`config.mk`:
```
export PLATFORM = sky130hd
export DESIGN_NAME = qrs_sqrt_cell
export DESIGN_NICKNAME = d
export VERILOG_FILES = /design/src/rtl/qrs_pkg.sv /design/src/rtl/qrs_sqrt_cell.sv
export SDC_FILE = /design/constraint.sdc
export NUM_CORES = 1
export LEC_CHECK = 0
export BUFFER_PORTS_ARGS = -buffer_cell sky130_fd_sc_hd__clkbuf_2
export CORE_AREA = 2 2 150 152
export DETAILED_ROUTE_END_ITERATION = 12
export DIE_AREA = 0 0 152 154
export GPL_TIMING_DRIVEN = 0
export SETUP_SLACK_MARGIN = 0.15
export SLEW_MARGIN = 10
export SYNTH_ARGS = -nofsm -noshare
export SYNTH_HDL_FRONTEND = slang
export SYNTH_SLANG_ARGS = --single-unit
```
`constraint.sdc`:
```
create_clock -name clk -period 3.6 [get_ports clk]
set_clock_uncertainty 0.1 [all_clocks]
set_input_delay 0 -clock clk [delete_from_list [all_inputs] [get_ports clk]]
set_output_delay 0 -clock clk [all_outputs]
set_load 0.005 [all_outputs]
```
`src/rtl/qrs_pkg.sv`:
```
// Shared types, widths and helpers for the quadratic root solver.
// Depends on nothing.
package qrs_pkg;

  localparam int COEF_WIDTH = 16;
  localparam int FRAC_BITS  = 16;
  localparam int OUT_WIDTH  = 34;

  localparam int PROD_W  = 2 * COEF_WIDTH;
  localparam int DISC_W  = PROD_W + 3;
  localparam int MAG_W   = PROD_W + 1;
  localparam int ROOT_W  = (MAG_W + 2 * FRAC_BITS + 1) / 2;
  localparam int X_W     = 2 * ROOT_W;
  localparam int REM_W   = ROOT_W + 2;
  localparam int NB_W    = COEF_WIDTH + FRAC_BITS + 1;
  localparam int DEN_W   = COEF_WIDTH + 1;
  localparam int QUO_W   = ROOT_W + 1;
  localparam int SQ_W    = QUO_W + 1;
  localparam int DREM_W  = DEN_W;

  localparam int SQRT_CELLS = ROOT_W;
  localparam int DIV_CELLS  = QUO_W;
  localparam int LATENCY    = SQRT_CELLS + DIV_CELLS + 5;

  typedef enum logic [1:0] {
    KIND_NONE    = 2'd0,
    KIND_TWO     = 2'd1,
    KIND_DOUBLE  = 2'd2,
    KIND_COMPLEX = 2'd3
  } kind_t;

  typedef struct packed {
    logic                     valid;
    kind_t                    kind;
    logic signed [NB_W-1:0]   nb;
    logic                     den_neg;
    logic [DEN_W-1:0]         den_mag;
    logic                     sgn1;
    logic                     sgn2;
  } side_t;

  typedef struct packed {
    logic [REM_W-1:0]  rem;
    logic [ROOT_W-1:0] root;
    logic [X_W-1:0]    x;
  } sqrt_t;

  typedef struct packed {
    logic [DREM_W-1:0] rem1;
    logic [DREM_W-1:0] rem2;
    logic [QUO_W-1:0]  num1;
    logic [QUO_W-1:0]  num2;
  } div_t;

  function automatic logic signed [OUT_WIDTH-1:0] sat_out(input logic signed [SQ_W-1:0] v);
    logic signed [SQ_W-1:0] hi;
    logic signed [SQ_W-1:0] lo;
    hi = (SQ_W'(1) <<< (OUT_WIDTH - 1)) - SQ_W'(1);
    lo = -hi - SQ_W'(1);
    if (v > hi) begin
      return hi[OUT_WIDTH-1:0];
    end else if (v < lo) begin
      return lo[OUT_WIDTH-1:0];
    end
    return v[OUT_WIDTH-1:0];
  endfunction

endpackage

```
`src/rtl/qrs_sqrt_cell.sv`:
```
// One root digit of the scaled square root, one pipeline stage.
// Depends on qrs_pkg.
module qrs_sqrt_cell
  import qrs_pkg::*;
(
  input  logic  clk,
  input  logic  rst_n,
  input  side_t side_i,
  input  sqrt_t sq_i,
  output side_t side_o,
  output sqrt_t sq_o
);

  side_t            side_r;
  sqrt_t            sq_r;
  sqrt_t            sq_nxt;
  logic [REM_W+1:0] part;
  logic [REM_W+1:0] trial;

  always_comb begin
    part  = {sq_i.rem, sq_i.x[X_W-1 -: 2]};
    trial = (REM_W+2)'({sq_i.root, 2'b01});
    sq_nxt.x = {sq_i.x[X_W-3:0], 2'b00};
    if (part >= trial) begin
      sq_nxt.rem  = REM_W'(part - trial);
      sq_nxt.root = {sq_i.root[ROOT_W-2:0], 1'b1};
    end else begin
      sq_nxt.rem  = part[REM_W-1:0];
      sq_nxt.root = {sq_i.root[ROOT_W-2:0], 1'b0};
    end
  end

  always_ff @(posedge clk) begin
    if (!rst_n) begin
      side_r.valid <= 1'b0;
    end else begin
      side_r <= side_i;
    end
    sq_r <= sq_nxt;
  end

  assign side_o = side_r;
  assign sq_o   = sq_r;

endmodule

```
==> metrics <==
Startpoint Class=primary input; Final Net Count=1359; Detail Route Antenna Nets=0; via count=6303; total design power=5.42 mW; initial antenna violation count=0; initial core utilization=32.2%; Worst path slowest cell=nor4_1; GRT Overall Usage=18.0%; post-synth top area share=38.1%; Lkg Pwr=5.75 nW; Final Hold Fails=0; Worst EP arrival=3.43 ns; area delta synth->final=67.7%; asr flop ratio synth=0%; share of cells above drive strength 1=40.1%; CTS tree=yes; worst hold-check path type=in2reg; yosys synthesis warning count=0; post-synthesis cell count=545; placed inst area=9240 um^2; Congestion Overflow GR=0; Area contributors post-synth=dfxtp_1 (38%), edfxtp_1 (24%), ha_1 (6.3%), mux2_4 (5.4%), a21o_1 (2.8%); root buf cell=clkbuf_16; critical path cell sequence=dlygate4sd3_1 > clkbuf_2 > inv_1 > ha_1 > clkbuf_1 > and3_1 > nand4_1 > nor4_1 > a21o_1 > or2_2 > o211a_1 > buf_6 > buf_12 > mux2_4; post-route setup TNS=0 ns; dpl hpwl=15.2 mm; CP max stage delay=0.57 ns; Placed Instances=1205; most common cell after layout, fill and taps aside=clkbuf_2; synth unique cells=58; post-layout instance area=11700 um^2; Critical Path RT=3.81 ns; Clock transition at path regs=0.07 ns; Setup Slack @ Placement=0.475 ns; final-report max-slew violation count=0; Seq/Total Area, Yosys=61.8%; diode count=0; vias in the first global route=6674; Core Region=21700 um^2; clk sink count=188; die height=154 um; setup bufs post-CTS=0; Setup WS post-layout=0.378 ns; Worst slew margin=51.5%; vias per cell=4.42; Max Cap Viol=0; fmax=310 MHz; Port Buffers=379; Max IR drop VDD=0.272 mV; CP endpoint kind=flip-flop; status=finished clean; Iteration-0 DRC Markers=335; top fanout value on the critical path=10; quantity of gates resized following cts=0; DRC viols=0; Top FF cell, synth=dfxtp_1; fin crit share=89.5%; final-layout fill cell count=1926; clk buf depth=2; first-pass GRT wire length=34.0 mm; RSZ-0062 raised after global routing=no; routability congestion estimate=0.843; post-layout min period=3.22 ns; Top Family by Delay on Critical Path=buffers and inverters; Post-Route WL=21.3 mm; EDFF count, synth=55; syn_area_per_cell=12.8 um^2; synthesized flop and latch total=188; Slew @ Worst Pin=0.728 ns; wire length per cell=14.9 um; # IOs=382; Rows=54; most frequent cells in the layout=clkbuf_2 (378), dlygate4sd3_1 (188), dfxtp_1 (133); Die Footprint=23400 um^2; Mapped Area=6980 um^2; Non-Filler Instances=1425; largest area contributor in the netlist=dfxtp_1; endpoints failing setup=0; drt pass-1 iters=4; CTS buffer count=17; H-tree levels=4; Power Density=463 nW/um^2; critical path class=in2reg; die width=152 um; Buf+Inv Stages, Crit Path=6; largest net degree at the start of global routing=57
==> area by class of cell <==
type | count | area (um^2) | share of cell area [%]
multi-input cells | 299 | 2390 | 20.4
plain buffers | 18 | 133 | 1.13
flip-flops and latches | 188 | 4310 | 36.8
well taps | 280 | 350 | 2.99
clock inverters | 14 | 160 | 1.37
clock buffers | 18 | 429 | 3.67
repair buffers | 567 | 3780 | 32.3
inverters | 41 | 154 | 1.31
==> cells in the mapped netlist (3+ instances only) <==
cell and number:
buf_12 3, a21o_1 26, o21bai_1 3, a21oi_1 30, xnor2_1 19, xor2_1 14, dfxtp_1 133, mux2_2 6
o21ai_0 12, nor2b_1 4, ha_1 35, edfxtp_1 55, clkbuf_1 10, mux2i_1 3, nand3_1 9, a31o_2 3
nor2_1 22, and3_1 4, mux2_4 25, nand2_1 25, inv_1 41, o21a_1 3, nand4_1 8, o221ai_1 4
==> repair_timing <==
action                                 CTS  global route
endpoints found under the hold margin  187             0
setup endpoints to repair                0             0
hold buffers                           188             0
==> logic make-up (layout without fill, tap and decap cells) <==
group / after synthesis / count (layout) / synth area share, %
AO/OA/AOI/OAI: 107 / 107 / 10.7
XOR/XNOR: 33 / 33 / 4.14
adder cells (fa/ha/maj): 35 / 35 / 6.27
buffers and inverters: 59 / 658 / 4.10
flip-flops: 188 / 188 / 61.8
multiplexers: 34 / 34 / 6.77
other: 1 / 2 / 0.0537
AND/OR/NAND/NOR: 88 / 88 / 6.16
==> metal layers <==
metal | GRT usage (%) | wire length (um) | vias up
met1 | 18.9 | 8060 | 2942
li1 | - | - | 3094
met5 | 0 | 0 | -
met3 | 4.90 | 1140 | 33
met2 | 34.2 | 11500 | 234
met4 | 6.72 | 624 | 0
==> where the power goes <==
group	switching [mW]	total, mW	internal (mW)
Combinational	0.489	1.11	0.624
Sequential	0.0546	2.44	2.39
Clock	0.923	1.86	0.941
==> registers in the layout (all words and copies together), names as in the netlist <==
name / flops
sq_o: 132
side_o: 56
==> path summary, 6_finish.rpt <==
kind      from           endpoint  slack (ns)  cells past startpoint
max   sq_i[90]  sq_o[121]$_DFF_P_        0.38                     14
min   sq_i[98]  sq_o[133]$_DFF_P_         0.1                      5
==> metrics by stage <==
| step | util (%) | hold slack [ns] |
|---|---|---|
| 6_report | 54.0 | 0.0991 |
| 5_1_grt | 54.0 | 0.0813 |
| 4_1_cts | 54.0 | 0.0657 |
| 3_5_place_dp | 42.6 | 0.00390 |
| 3_3_place_gp | 42.6 | 0.00241 |
| 2_1_floorplan | - | -0.0723 |
Note: power is estimated with default switching activity, not from simulation.
